`config.mk`:
```
export PLATFORM = sky130hd
export DESIGN_NAME = xorshift1024star_bounded_rng_flat
export DESIGN_NICKNAME = d
export VERILOG_FILES = /design/src/rtl/core/xbr_pkg.sv /design/src/rtl/core/xbr_req_if.sv /design/src/rtl/core/xbr_rsp_if.sv /design/src/rtl/core/xorshift1024star_bounded_rng.sv /design/src/rtl/core/xbr_mul.sv /design/src/rtl/core/xbr_div.sv /design/src/flat_wrapper.sv
export SDC_FILE = /design/constraint.sdc
export NUM_CORES = 2
export LEC_CHECK = 0
export BUFFER_PORTS_ARGS = -buffer_cell sky130_fd_sc_hd__buf_2
export CAP_MARGIN = 20
export CORE_MARGIN = 1
export CORE_UTILIZATION = 40
export DETAILED_ROUTE_END_ITERATION = 12
export HOLD_SLACK_MARGIN = 0.08
export PLACE_DENSITY = 0.64
export SYNTH_ARGS = -nofsm -noshare
export SYNTH_HDL_FRONTEND = slang
export SYNTH_SLANG_ARGS = --single-unit
```
`constraint.sdc`:
```
create_clock -name clk -period 31.2 [get_ports clk]
set_input_delay 1.56 -clock clk [delete_from_list [all_inputs] [get_ports clk]]
set_output_delay 1.56 -clock clk [all_outputs]
set_load 0.01 [all_outputs]
```
`src/rtl/core/xbr_pkg.sv`:
```
// shared constants and types for the xorshift1024* bounded generator
// no dependencies; used by the interfaces, the arithmetic units and the top level
package xbr_pkg;

  localparam int unsigned WORD_W      = 64;
  localparam int unsigned WORD_COUNT  = 16;
  localparam int unsigned IDX_W       = $clog2(WORD_COUNT);
  localparam int unsigned REDRAW_LIMIT = 64;
  localparam int unsigned TRY_W       = $clog2(REDRAW_LIMIT + 1);
  localparam int unsigned MUL_DIGIT_W = 8;

  localparam logic [WORD_W-1:0] SCRAMBLE_MULT = 64'd1181783497276652981;
  localparam logic [WORD_W-1:0] SEED_RESET    = 64'd0;

  // xorshift shift amounts
  localparam int unsigned SHL_A = 31;
  localparam int unsigned SHR_B = 11;
  localparam int unsigned SHR_C = 30;

  // request operation codes
  localparam logic OP_RAW     = 1'b0;
  localparam logic OP_BOUNDED = 1'b1;

  typedef logic [WORD_W-1:0] word_t;

endpackage

```
`src/rtl/core/xbr_req_if.sv`:
```
// request channel: valid/ready handshake carrying operation and bound
// depends on xbr_pkg
interface xbr_req_if;
  import xbr_pkg::*;

  logic  valid;
  logic  ready;
  logic  operation;
  word_t bound;

  modport source (output valid, output operation, output bound, input ready);
  modport sink   (input valid, input operation, input bound, output ready);
endinterface

```
`src/rtl/core/xbr_rsp_if.sv`:
```
// result channel: valid/ready handshake carrying value and error flag
// depends on xbr_pkg
interface xbr_rsp_if;
  import xbr_pkg::*;

  logic  valid;
  logic  ready;
  word_t value;
  logic  error;

  modport source (output valid, output value, output error, input ready);
  modport sink   (input valid, input value, input error, output ready);
endinterface

```
`src/rtl/core/xorshift1024star_bounded_rng.sv`:
```
// xorshift1024* generator with raw and bounded (rejection + modulo) requests
// a raw draw reads two state words, runs the xorshift step and the scrambler multiply, then
//   registers the result; a bounded draw repeats this per drawn word (up to 64 words), then takes the remainder
// one request at a time: a new request is taken only once the result has entered the output register
// reset: synchronous active-low; all state words read as 1, word index 0, no result pending
// a seed write marks all state words as holding seed plus one
module xorshift1024star_bounded_rng #(
  parameter int unsigned DIGIT_W = xbr_pkg::MUL_DIGIT_W
) (
  input  logic                       clk,
  input  logic                       rst_n,
  xbr_req_if.sink                    in_ch,
  xbr_rsp_if.source                  out_ch,
  input  logic                       cfg_we,
  input  logic [xbr_pkg::WORD_W-1:0] cfg_wdata
);
  import xbr_pkg::*;

  // one-hot sequencer states
  typedef enum logic [6:0] {
    S_IDLE = 7'b0000001,
    S_READ = 7'b0000010,
    S_CALC = 7'b0000100,
    S_MUL  = 7'b0001000,
    S_DIV  = 7'b0010000,
    S_DONE = 7'b0100000,
    S_HOLD = 7'b1000000
  } state_t;

  state_t              state_r, state_nxt;

  // request registers
  logic                op_r;
  word_t               bound_r;
  logic [TRY_W-1:0]    tries_r, tries_nxt;

  // generator state: words live in a small ram; a valid bit per word tells
  // whether it was written since the last seed load, else it reads as seed plus one
  word_t               mem [WORD_COUNT];
  logic [WORD_COUNT-1:0] wvalid_r;
  logic [IDX_W-1:0]    idx_r;
  logic [IDX_W-1:0]    idx_p1;
  word_t               seed_p1_r;
  word_t               rd0_r, rd1_r;
  logic                v0_r, v1_r;

  // xorshift step
  word_t               s0, s1, a_w, t_w;

  // pending result and output register
  word_t               res_value_r, res_value_nxt;
  logic                res_error_r, res_error_nxt;
  logic                out_valid_r;
  word_t               out_value_r;
  logic                out_error_r;

  // arithmetic units
  logic                mul_start, mul_done;
  word_t               mul_prod;
  logic                div_start, div_done;
  word_t               div_rem;

  logic                in_xfer;
  logic                out_load;
  logic                small_bound;
  logic                reject;
  logic [WORD_W:0]     sum_chk;

  assign in_xfer     = in_ch.valid && in_ch.ready;
  assign small_bound = (in_ch.bound[WORD_W-1:1] == '0);
  assign idx_p1      = idx_r + 1'b1;

  // word is rejected when x > all-ones minus bound, i.e. x + bound carries out
  assign sum_chk = {1'b0, mul_prod} + {1'b0, bound_r};
  assign reject  = sum_chk[WORD_W];

  // s0 is the current word, s1 the next one
  assign s0  = v0_r ? rd0_r : seed_p1_r;
  assign s1  = v1_r ? rd1_r : seed_p1_r;
  assign a_w = s1 ^ (s1 << SHL_A);
  assign t_w = a_w ^ (a_w >> SHR_B) ^ s0 ^ (s0 >> SHR_C);

  assign mul_start = (state_r == S_CALC);
  assign div_start = (state_r == S_MUL) && mul_done && (op_r == OP_BOUNDED) &&
                     !(reject && (tries_r < TRY_W'(REDRAW_LIMIT)));

  // sequencer
  always_comb begin
    state_nxt     = state_r;
    tries_nxt     = tries_r;
    res_value_nxt = res_value_r;
    res_error_nxt = res_error_r;
    case (state_r)
      S_IDLE: begin
        if (in_xfer) begin
          tries_nxt = '0;
          if ((in_ch.operation == OP_BOUNDED) && small_bound) begin
            // bound below two: flag it, leave the state alone
            res_value_nxt = '0;
            res_error_nxt = 1'b1;
            state_nxt     = S_DONE;
          end else begin
            res_error_nxt = 1'b0;
            state_nxt     = S_READ;
          end
        end
      end
      S_READ: begin
        state_nxt = S_CALC;
      end
      S_CALC: begin
        tries_nxt = tries_r + 1'b1;
        state_nxt = S_MUL;
      end
      S_MUL: begin
        if (mul_done) begin
          if (op_r == OP_RAW) begin
            res_value_nxt = mul_prod;
            state_nxt     = S_DONE;
          end else if (reject && (tries_r < TRY_W'(REDRAW_LIMIT))) begin
            state_nxt = S_READ;   // redraw
          end else begin
            state_nxt = S_DIV;
          end
        end
      end
      S_DIV: begin
        if (div_done) begin
          res_value_nxt = div_rem;
          state_nxt     = S_DONE;
        end
      end
      S_DONE: begin
        state_nxt = S_HOLD;
      end
      S_HOLD: begin
        // wait for the output register to free up
        if (!out_valid_r || out_ch.ready) begin
          state_nxt = S_IDLE;
        end
      end
      default: begin
        state_nxt = S_IDLE;
      end
    endcase
  end

  assign out_load = (state_r == S_HOLD) && (!out_valid_r || out_ch.ready);

  // control registers
  always_ff @(posedge clk) begin
    if (!rst_n) begin
      state_r     <= S_IDLE;
      tries_r     <= '0;
      out_valid_r <= 1'b0;
      idx_r       <= '0;
      wvalid_r    <= '0;
      seed_p1_r   <= SEED_RESET + 1'b1;
    end else begin
      state_r <= state_nxt;
      tries_r <= tries_nxt;
      if (out_load) begin
        out_valid_r <= 1'b1;
      end else if (out_ch.ready) begin
        out_valid_r <= 1'b0;
      end
      if (cfg_we) begin
        // seed load: every word now reads as seed plus one
        seed_p1_r <= cfg_wdata + 1'b1;
        wvalid_r  <= '0;
        idx_r     <= '0;
      end else if (state_r == S_CALC) begin
        wvalid_r[idx_p1] <= 1'b1;
        idx_r            <= idx_p1;
      end
    end
  end

  // payload registers
  always_ff @(posedge clk) begin
    res_value_r <= res_value_nxt;
    res_error_r <= res_error_nxt;
    if (in_xfer) begin
      op_r    <= in_ch.operation;
      bound_r <= in_ch.bound;
    end
    if (out_load) begin
      out_value_r <= res_value_r;
      out_error_r <= res_error_r;
    end
  end

  // state word ram: two registered reads, one write
  always_ff @(posedge clk) begin
    if (state_r == S_READ) begin
      rd0_r <= mem[idx_r];
      rd1_r <= mem[idx_p1];
      v0_r  <= wvalid_r[idx_r];
      v1_r  <= wvalid_r[idx_p1];
    end
    if (state_r == S_CALC) begin
      mem[idx_p1] <= t_w;
    end
  end

  // scrambler multiply, one digit per cycle
  xbr_mul #(
    .DIGIT_W (DIGIT_W)
  ) u_mul (
    .clk     (clk),
    .rst_n   (rst_n),
    .start   (mul_start),
    .operand (t_w),
    .done    (mul_done),
    .product (mul_prod)
  );

  // remainder by the bound, one bit per cycle
  xbr_div u_div (
    .clk       (clk),
    .rst_n     (rst_n),
    .start     (div_start),
    .dividend  (mul_prod),
    .divisor   (bound_r),
    .done      (div_done),
    .remainder (div_rem)
  );

  assign in_ch.ready  = (state_r == S_IDLE);
  assign out_ch.valid = out_valid_r;
  assign out_ch.value = out_value_r;
  assign out_ch.error = out_error_r;

endmodule

```
`src/rtl/core/xbr_mul.sv`:
```
// digit-serial multiply of a 64-bit word by the scrambler constant, modulo 2^64
// depends on xbr_pkg
module xbr_mul #(
  parameter int unsigned DIGIT_W = xbr_pkg::MUL_DIGIT_W
) (
  input  logic                      clk,
  input  logic                      rst_n,
  input  logic                      start,
  input  logic [xbr_pkg::WORD_W-1:0] operand,
  output logic                      done,
  output logic [xbr_pkg::WORD_W-1:0] product
);
  import xbr_pkg::*;

  localparam int unsigned STEPS = WORD_W / DIGIT_W;
  localparam int unsigned CNT_W = (STEPS > 1) ? $clog2(STEPS) : 1;
  localparam int unsigned PP_W  = WORD_W + DIGIT_W;

  logic              busy_r;
  logic              done_r;
  logic [CNT_W-1:0]  cnt_r;
  word_t             opnd_r;
  word_t             mult_r;
  word_t             acc_r;
  logic [PP_W-1:0]   pp;
  word_t             acc_nxt;

  // one partial product per cycle: constant times the low digit
  assign pp      = PP_W'(mult_r) * PP_W'(opnd_r[DIGIT_W-1:0]);
  assign acc_nxt = acc_r + pp[WORD_W-1:0];

  always_ff @(posedge clk) begin
    if (!rst_n) begin
      busy_r <= 1'b0;
      done_r <= 1'b0;
      cnt_r  <= '0;
    end else begin
      done_r <= 1'b0;
      if (start) begin
        busy_r <= 1'b1;
        cnt_r  <= '0;
      end else if (busy_r) begin
        cnt_r <= cnt_r + 1'b1;
        if (cnt_r == CNT_W'(STEPS - 1)) begin
          busy_r <= 1'b0;
          done_r <= 1'b1;
        end
      end
    end
  end

  always_ff @(posedge clk) begin
    if (start) begin
      opnd_r <= operand;
      mult_r <= SCRAMBLE_MULT;
      acc_r  <= '0;
    end else if (busy_r) begin
      opnd_r <= opnd_r >> DIGIT_W;
      mult_r <= mult_r << DIGIT_W;
      acc_r  <= acc_nxt;
    end
  end

  assign done    = done_r;
  assign product = acc_r;

endmodule

```
`src/rtl/core/xbr_div.sv`:
```
// bit-serial restoring remainder of a 64-bit word by a 64-bit divisor
// depends on xbr_pkg
module xbr_div (
  input  logic                       clk,
  input  logic                       rst_n,
  input  logic                       start,
  input  logic [xbr_pkg::WORD_W-1:0] dividend,
  input  logic [xbr_pkg::WORD_W-1:0] divisor,
  output logic                       done,
  output logic [xbr_pkg::WORD_W-1:0] remainder
);
  import xbr_pkg::*;

  localparam int unsigned CNT_W = $clog2(WORD_W);

  logic              busy_r;
  logic              done_r;
  logic [CNT_W-1:0]  cnt_r;
  logic [WORD_W:0]   rem_r;
  word_t             dvd_r;
  word_t             dvs_r;
  logic [WORD_W:0]   shifted;
  logic [WORD_W:0]   diff;
  logic [WORD_W:0]   rem_nxt;

  // bring in the next dividend bit, subtract when it fits
  assign shifted = {rem_r[WORD_W-1:0], dvd_r[WORD_W-1]};
  assign diff    = shifted - {1'b0, dvs_r};
  assign rem_nxt = diff[WORD_W] ? shifted : diff;

  always_ff @(posedge clk) begin
    if (!rst_n) begin
      busy_r <= 1'b0;
      done_r <= 1'b0;
      cnt_r  <= '0;
    end else begin
      done_r <= 1'b0;
      if (start) begin
        busy_r <= 1'b1;
        cnt_r  <= '0;
      end else if (busy_r) begin
        cnt_r <= cnt_r + 1'b1;
        if (cnt_r == CNT_W'(WORD_W - 1)) begin
          busy_r <= 1'b0;
          done_r <= 1'b1;
        end
      end
    end
  end

  always_ff @(posedge clk) begin
    if (start) begin
      rem_r <= '0;
      dvd_r <= dividend;
      dvs_r <= divisor;
    end else if (busy_r) begin
      rem_r <= rem_nxt;
      dvd_r <= dvd_r << 1;
    end
  end

  assign done      = done_r;
  assign remainder = rem_r[WORD_W-1:0];

endmodule

```
`src/flat_wrapper.sv`:
```
// flat-port wrapper written by rule: the top's interface ports become plain ports
module xorshift1024star_bounded_rng_flat import xbr_pkg::*;
#(
  parameter int unsigned DIGIT_W = xbr_pkg::MUL_DIGIT_W
)
  (clk, rst_n, cfg_we, cfg_wdata, in_ch_valid, in_ch_operation, in_ch_bound, in_ch_ready, out_ch_valid, out_ch_value, out_ch_error, out_ch_ready);
  xbr_req_if in_ch_i ();
  xbr_rsp_if out_ch_i ();
  input  logic clk;
  input  logic rst_n;
  input  logic cfg_we;
  input  logic [xbr_pkg::WORD_W-1:0] cfg_wdata;
  input wire logic [$bits(in_ch_i.valid)-1:0] in_ch_valid;
  input wire logic [$bits(in_ch_i.operation)-1:0] in_ch_operation;
  input wire logic [$bits(in_ch_i.bound)-1:0] in_ch_bound;
  output wire logic [$bits(in_ch_i.ready)-1:0] in_ch_ready;
  output wire logic [$bits(out_ch_i.valid)-1:0] out_ch_valid;
  output wire logic [$bits(out_ch_i.value)-1:0] out_ch_value;
  output wire logic [$bits(out_ch_i.error)-1:0] out_ch_error;
  input wire logic [$bits(out_ch_i.ready)-1:0] out_ch_ready;
  assign in_ch_i.valid = in_ch_valid;
  assign in_ch_i.operation = in_ch_operation;
  assign in_ch_i.bound = in_ch_bound;
  assign in_ch_ready = in_ch_i.ready;
  assign out_ch_valid = out_ch_i.valid;
  assign out_ch_value = out_ch_i.value;
  assign out_ch_error = out_ch_i.error;
  assign out_ch_i.ready = out_ch_ready;
  xorshift1024star_bounded_rng #(.DIGIT_W(DIGIT_W)) u_core (.clk(clk), .rst_n(rst_n), .in_ch(in_ch_i), .out_ch(out_ch_i), .cfg_we(cfg_we), .cfg_wdata(cfg_wdata));
endmodule
```
; ---- After elaboration in Yosys (flattened, before gate mapping)
; Memory sizes are Yosys's and may differ from the RTL's. A register that Yosys moved wholly into a read port is not among the register bits.
; Index checks and enable logic that the tools add are counted.
[totals]
regBits = 689
latch_bits = 0
ramBits = 1024
rom_bits = 0
input_bits = 134
out_inout_bits = 67
memories = 1
[memory_table]
columns = memory, depth, width, read_ports, rd_clocked_by_memory_dff, wr, line_no
row1 = u_core.mem, 16, 64, 2, 2, 1, xorshift1024star_bounded_rng.sv:39  ; word_t mem [WORD_COUNT];
[classes]
addsub = 8
multipliers = 1
n_div = 0
order_cmp = 4
eq_ne = 15
n_shift = 0
mux = 42
bitwise_logic = 8
n_reduce_logical = 26
[ops]
columns = cell, count
row1 = $mux 64, 12
row2 = $pmux 64 s3, 1
row3 = $xor 64x64->64, 2
row4 = $add 64x64->65, 1
row5 = $sub 65x64->65, 1
row6 = $add 64x1->64 const B, 1
row7 = $add 64x64->64, 1
row8 = $mul 64x8->64, 1
row9 = $xor 64x34->64, 1
row10 = $xor 64x53->64, 1
row11 = $logic_not 63->1, 1
row12 = $pmux 7 s7, 1
row13 = $mux 7, 6
row14 = $mux 1, 16
row15 = $or 16x16->16, 1
row16 = $pmux 7 s2, 1
row17 = $lt 4x5->1 const B, 2
row18 = $ne 2x2->1 const B, 5
row19 = $bmux 1 s4, 2
row20 = $logic_and 1x1->1, 8
row21 = $reduce_bool 2->1, 4
row22 = $add 7x1->7 const B, 1
row23 = $eq 7x1->1 const B, 1
row24 = $eq 7x2->1 const B, 1
row25 = other kinds (25), 32

; ---- Depth between registers and ports, before layout
[logic_depth]
ltp_word = 6
ltp_mapped = 25
depth_no_buf = 22

; ---- Cells and area by module
; A second synthesis with hierarchy kept.
[hier_totals]
hier_cells = 6985
hier_area_um2 = 99392.8
[by_module_without_submodules]
columns = module, n_inst, cells_each, area_each_um2, seq_area_each_um2
row1 = xorshift1024star_bounded_rng, 1, 3588, 66591.4, 42490.8
row2 = xbr_mul, 1, 2219, 21285.4, 4023.9
row3 = xbr_div, 1, 1178, 11516.0, 5285.1

; ---- Worst setup path after synthesis
; OpenSTA, ideal clock, no wires.
[synth_timing]
kind = input -> register
start = in in_ch_bound[1]
end = reg u_core.res_value_r[0], enable pin
setup_ns = 0.830
t_arrival_ns = 12.357
required_time_ns = 30.370
path_slack_ns = 18.013
cell_stages = 5
path_buffers = 0
path_cell_list = nor4_1 > nand4_1 > nor4_1 > nor2b_1 > a2111oi_0
[synth_between]
elab_chain_cells = 4
[synth_lines]
columns = element, line_no
row1 = from (decl), flat_wrapper.sv:15  ; input wire logic [$bits(in_ch_i.bound)-1:0] in_ch_bound;
row2 = $logic_not 63->1, xorshift1024star_bounded_rng.sv:70  ; assign small_bound = (in_ch.bound[WORD_W-1:1] == '0);
row3 = $logic_and 1x1->1, xorshift1024star_bounded_rng.sv:97  ; if ((in_ch.operation == OP_BOUNDED) && small_bound) begin
row4 = $ne 2x2->1 (no line), n/a
row5 = $reduce_and 6->1 (no line), n/a
row6 = to (signal assigned), xorshift1024star_bounded_rng.sv:181  ; res_value_r <= res_value_nxt;
row7 = to (decl), xorshift1024star_bounded_rng.sv:51  ; word_t res_value_r, res_value_nxt;
; No other way between the ends.
; A chain may end at the register's enable or synchronous reset.

; ---- Worst setup path after layout
[layout_timing]
start = reg u_core.u_mul.opnd_r[6]
end = reg u_core.u_mul.acc_r[61] (netlist: u_core.u_mul.product[61])
[layout_between]
elab_chain_cells = 2
[layout_lines]
columns = element, line_no
row1 = from (decl), xbr_mul.sv:22  ; word_t opnd_r;
row2 = from (signal assigned), xbr_mul.sv:54  ; opnd_r <= operand;
row3 = from (signal assigned), xbr_mul.sv:58  ; opnd_r <= opnd_r >> DIGIT_W;
row4 = $mul 64x8->64, xbr_mul.sv:29  ; assign pp = PP_W'(mult_r) * PP_W'(opnd_r[DIGIT_W-1:0]);
row5 = $add 64x64->64, xbr_mul.sv:30  ; assign acc_nxt = acc_r + pp[WORD_W-1:0];
row6 = to (signal assigned), xbr_mul.sv:60  ; acc_r <= acc_nxt;
row7 = to (decl), xbr_mul.sv:24  ; word_t acc_r;
; No other way between the ends.

==> impl_metrics.yaml <==
outcome:
  status: "finished, final reports clean"
floorplan:
  ioPinCount: 201
  die_area_sq_um: 249100
  fp.coreArea_sq_um: 245700
  core.rowCount: 182
  die_h_um: 499.1
  die_w_um: 499.1
  initial_core_util_pct: 40.23
clock_network:
  ctsHoldBuffers: 0
  clk_pin_slew_ns: 0.06
  clock_latency_ns: 0.94
  root_buffer: "clkbuf_16"
  cts_num_sinks: 1817
  cts_max_level: 4
  cts.repair.resized: 0
  cts_buffer_depth: 3
  post-cts-setup-buffers: 0
  cts_buffers: 191
  tritoncts: "done"
finish:
  register_area_sq_um: 51820
  fin_cells: 10540
  post-route-cell-area_sq_um: 110200
  multi_input_area_sq_um: 43510
  area_growth_pct: 11.50
  fin_nets: 7885
  drive_gt1_share_pct: 19.03
  utilization_pct: 44.86
  fill_cells: 21530
detailed_routing:
  dr.pass1.iters: 5
  vias_per_cell: 5.809
  num_vias: 61200
  wl_per_cell_um: 25.93
  drt-initial-drc-count: 6607
  routed_wl_um: 273200
  antenna_left: 0
  drcViolationCount: 0
setup_path:
  path_max_fanout: 35
  path_class: "flop to flop"
  worst_ep_required_time_ns: 31.86
  worst_setup_path_start_kind: "flop"
  end_kind: "flop"
  cp.arrival_ns: 7.34
synth:
  yosysSeqAreaShare_pct: 52.40
  synth_fp_nets: 7760
  synth_cell_type_count: 83
  yosys_warnings: 0
  synth-edff-count: 1541
  ys_async_sr_fraction_pct: 0
  synthCells: 7017
  syn_area_sq_um: 98860
  synth-main-ff-cell: "edfxtp_1"
  syn-mean-instance-area_sq_um: 14.09
  ys_ff_latch: 1817
place:
  portBuffers: 200
  post_dp_cell_area_sq_um: 103400
  dp_hpwl_um: 179400
  dp_cells: 10140
  gp_congestion: 0.9079
sta:
  min_period_ns: 6.681
  setup_viol: 0
  fmax_ghz: 0.1497
  rsz0062_at_grt: "false"
  hold_violations: 0
  final_max_slew_viol_count: 0
  tightest_slew_ns: 1.183
  fin_crit_sh_pct: 21.41
  relSlewSlack_pct: 21.12
  finClkSkew_ns: 0.1490
  final.setup.tns_ns: 0
power:
  power.share.clock_pct: 28.7
  vdd_drop_max_mv: 0.08662
  p_int_w: 0.005342
  swShare_pct: 35.39
  p_sw_w: 0.002927
  powerDensity_nw_per_um2: 75.02
  totalPowerFinal_w: 0.008269
  comb_power_share_pct: 33.1
  p_seq_share_pct: 38.2
  power.leakage_nw: 39.64
global_route:
  grt_pass1_wl_um: 404600
  antenna_found_initial: 15
  grt_pass1_vias: 61170
  grtUsageTotal_pct: 21.73
  overflow: 0
  grt_max_degree: 138
min_path:
  hold_class: "flop to flop"
run:
  maxCapViolCount: 0
path summary, 6_finish.rpt:
check / from / endpoint / slack [ns] / depth (start not counted)
max: u_core.u_mul.opnd_r[6]$_DFFE_PP_ / u_core.u_mul.product[61]$_SDFFE_PP0P_ / 24.52 / 22
min: u_core.res_value_r[22]$_DFFE_PP_ / u_core.out_ch.value[22]$_DFFE_PP_ / 0.41 / 0
max reg2reg: u_core.u_mul.opnd_r[6]$_DFFE_PP_ / u_core.u_mul.product[61]$_SDFFE_PP0P_ / 24.52 / 22
min reg2reg: u_core.res_value_r[22]$_DFFE_PP_ / u_core.out_ch.value[22]$_DFFE_PP_ / 0.41 / 0
placed cells by master, fill, tap and decap left out, types with 25 or more instances in the layout:
| cell | n |
|---|---|
| dfxtp_1 | 270 |
| clkinv_2 | 48 |
| inv_1 | 560 |
| nand2b_1 | 29 |
| and3_1 | 25 |
| mux2_2 | 34 |
| a21oi_1 | 280 |
| a22o_1 | 65 |
| o22ai_1 | 38 |
| clkbuf_1 | 35 |
| xor2_1 | 195 |
| and2_1 | 159 |
| buf_2 | 200 |
| xnor2_1 | 270 |
| clkinv_1 | 25 |
| nand4_1 | 79 |
| o21bai_1 | 30 |
| buf_4 | 137 |
| nand2_1 | 532 |
| a21o_1 | 90 |
| clkbuf_16 | 191 |
| nor2_1 | 310 |
| mux2i_1 | 144 |
| a211oi_1 | 78 |
| o21ai_0 | 234 |
| nand3_1 | 60 |
| edfxtp_1 | 1541 |
| ha_1 | 246 |
| fa_1 | 362 |
| mux4_2 | 650 |
| nor3_1 | 31 |
Yosys cell counts, drive strengths merged, types with 31 or more instances:
| cell type | number | share of area (%) |
|---|---|---|
| a211oi | 78 | 0.59 |
| a21o | 90 | 0.68 |
| a21oi | 281 | 1.4 |
| a22o | 65 | 0.58 |
| and2 | 171 | 1.1 |
| buf | 98 | 0.40 |
| clkbuf | 311 | 1.2 |
| dfxtp | 276 | 5.6 |
| edfxtp | 1541 | 47 |
| fa | 362 | 7.3 |
| ha | 247 | 3.1 |
| inv | 564 | 2.1 |
| mux2 | 36 | 0.41 |
| mux2i | 144 | 1.5 |
| mux4 | 650 | 15 |
| nand2 | 533 | 2.0 |
| nand3 | 61 | 0.31 |
| nand4 | 79 | 0.50 |
| nor2 | 311 | 1.2 |
| nor3 | 31 | 0.16 |
| o21ai | 239 | 1.2 |
| o22ai | 38 | 0.24 |
| xnor2 | 273 | 2.4 |
| xor2 | 195 | 1.7 |
state kept, by name, indices dropped and copies added (netlist names), 3 cells and up:
register	cells
u_core.u_mul.opnd_r	64
u_core.u_div.cnt_r	6
u_core.state_r	7
u_core.wvalid_r	16
u_core.seed_p1_r	64
u_core.u_mul.cnt_r	3
u_core.res_value_r	64
u_core.u_div.dvs_r	64
u_core.tries_r	7
u_core.idx_r	4
u_core.bound_r	64
u_core.mem	1024
u_core.out_ch.value	64
u_core.u_div.rem_r	64
u_core.u_mul.mult_r	36
u_core.rd0_r	64
u_core.rd1_r	64
u_core.u_div.dvd_r	64
u_core.u_mul.product	64
power by group through the flow:
stage,clock (W),combinational (W),sequential (W)
4_1_cts,0.00241,0.00271,0.00316
6_report,0.00237,0.00274,0.00316
2_1_floorplan,0,0.00199,0.00312
5_1_grt,0.00250,0.00309,0.00317
3_3_place_gp,0,0.00267,0.00320
3_5_place_dp,0,0.00269,0.00321
cell type report:
| class | count | area share (%) |
|---|---|---|
| Timing Repair Buffer | 341 | 1.914 |
| Inverter | 564 | 1.925 |
| Sequential cell | 1817 | 47.02 |
| Antenna cell | 7 | 0.01589 |
| Clock inverter | 126 | 1.454 |
| Clock buffer | 233 | 4.543 |
| Tap cell | 3220 | 3.655 |
| Multi-Input combinational cell | 4227 | 39.48 |
metal layers:
| metal | vias up | track usage, % | routed length (um) |
|---|---|---|---|
| met4 | 16 | 6.863 | 8509 |
| met2 | 2711 | 35.00 | 128700 |
| met3 | 416 | 3.650 | 21920 |
| li1 | 26390 | - | - |
| met5 | - | 0 | 144 |
| met1 | 31670 | 29.99 | 113900 |
cell families (layout without fill, tap and decap cells):
group | after synthesis | count (layout) | share of synthesized area (%)
flops | 1817 | 1817 | 52.40
fa+ha+maj | 609 | 609 | 10.46
buf+inv | 973 | 1264 | 3.725
xor+xnor | 468 | 468 | 4.154
compound gates | 971 | 971 | 6.206
simple gates | 1349 | 1349 | 6.380
mux | 830 | 830 | 16.68
other cells | 0 | 7 | 0
metrics by stage:
stage          worst slack, ns  hold slack [ns]
3_5_place_dp             24.53           0.4045
2_1_floorplan            18.01           0.4003
5_1_grt                  24.19           0.4111
3_3_place_gp             24.60           0.4013
4_1_cts                  24.51           0.4094
6_report                 24.52           0.4085
worst max-delay path, stage by stage (launching register included):
cell,delay (ns)
edfxtp_1,0.32
buf_4,0.35
and2_1,0.39
and3_1,0.33
a21oi_1,0.11
ha_1,0.20
or2_2,0.31
fa_1,0.43
fa_1,0.52
inv_1,0.05
fa_1,0.47
inv_1,0.05
ha_1,0.36
a21oi_1,0.14
o21ai_0,0.18
o2111ai_1,0.35
nor2_1,0.09
a211oi_1,0.76
nor3_1,0.24
a311oi_1,0.47
o21ai_1,0.13
xnor2_1,0.15
o22ai_1,0.08
Power figures use the tool's default switching activity.
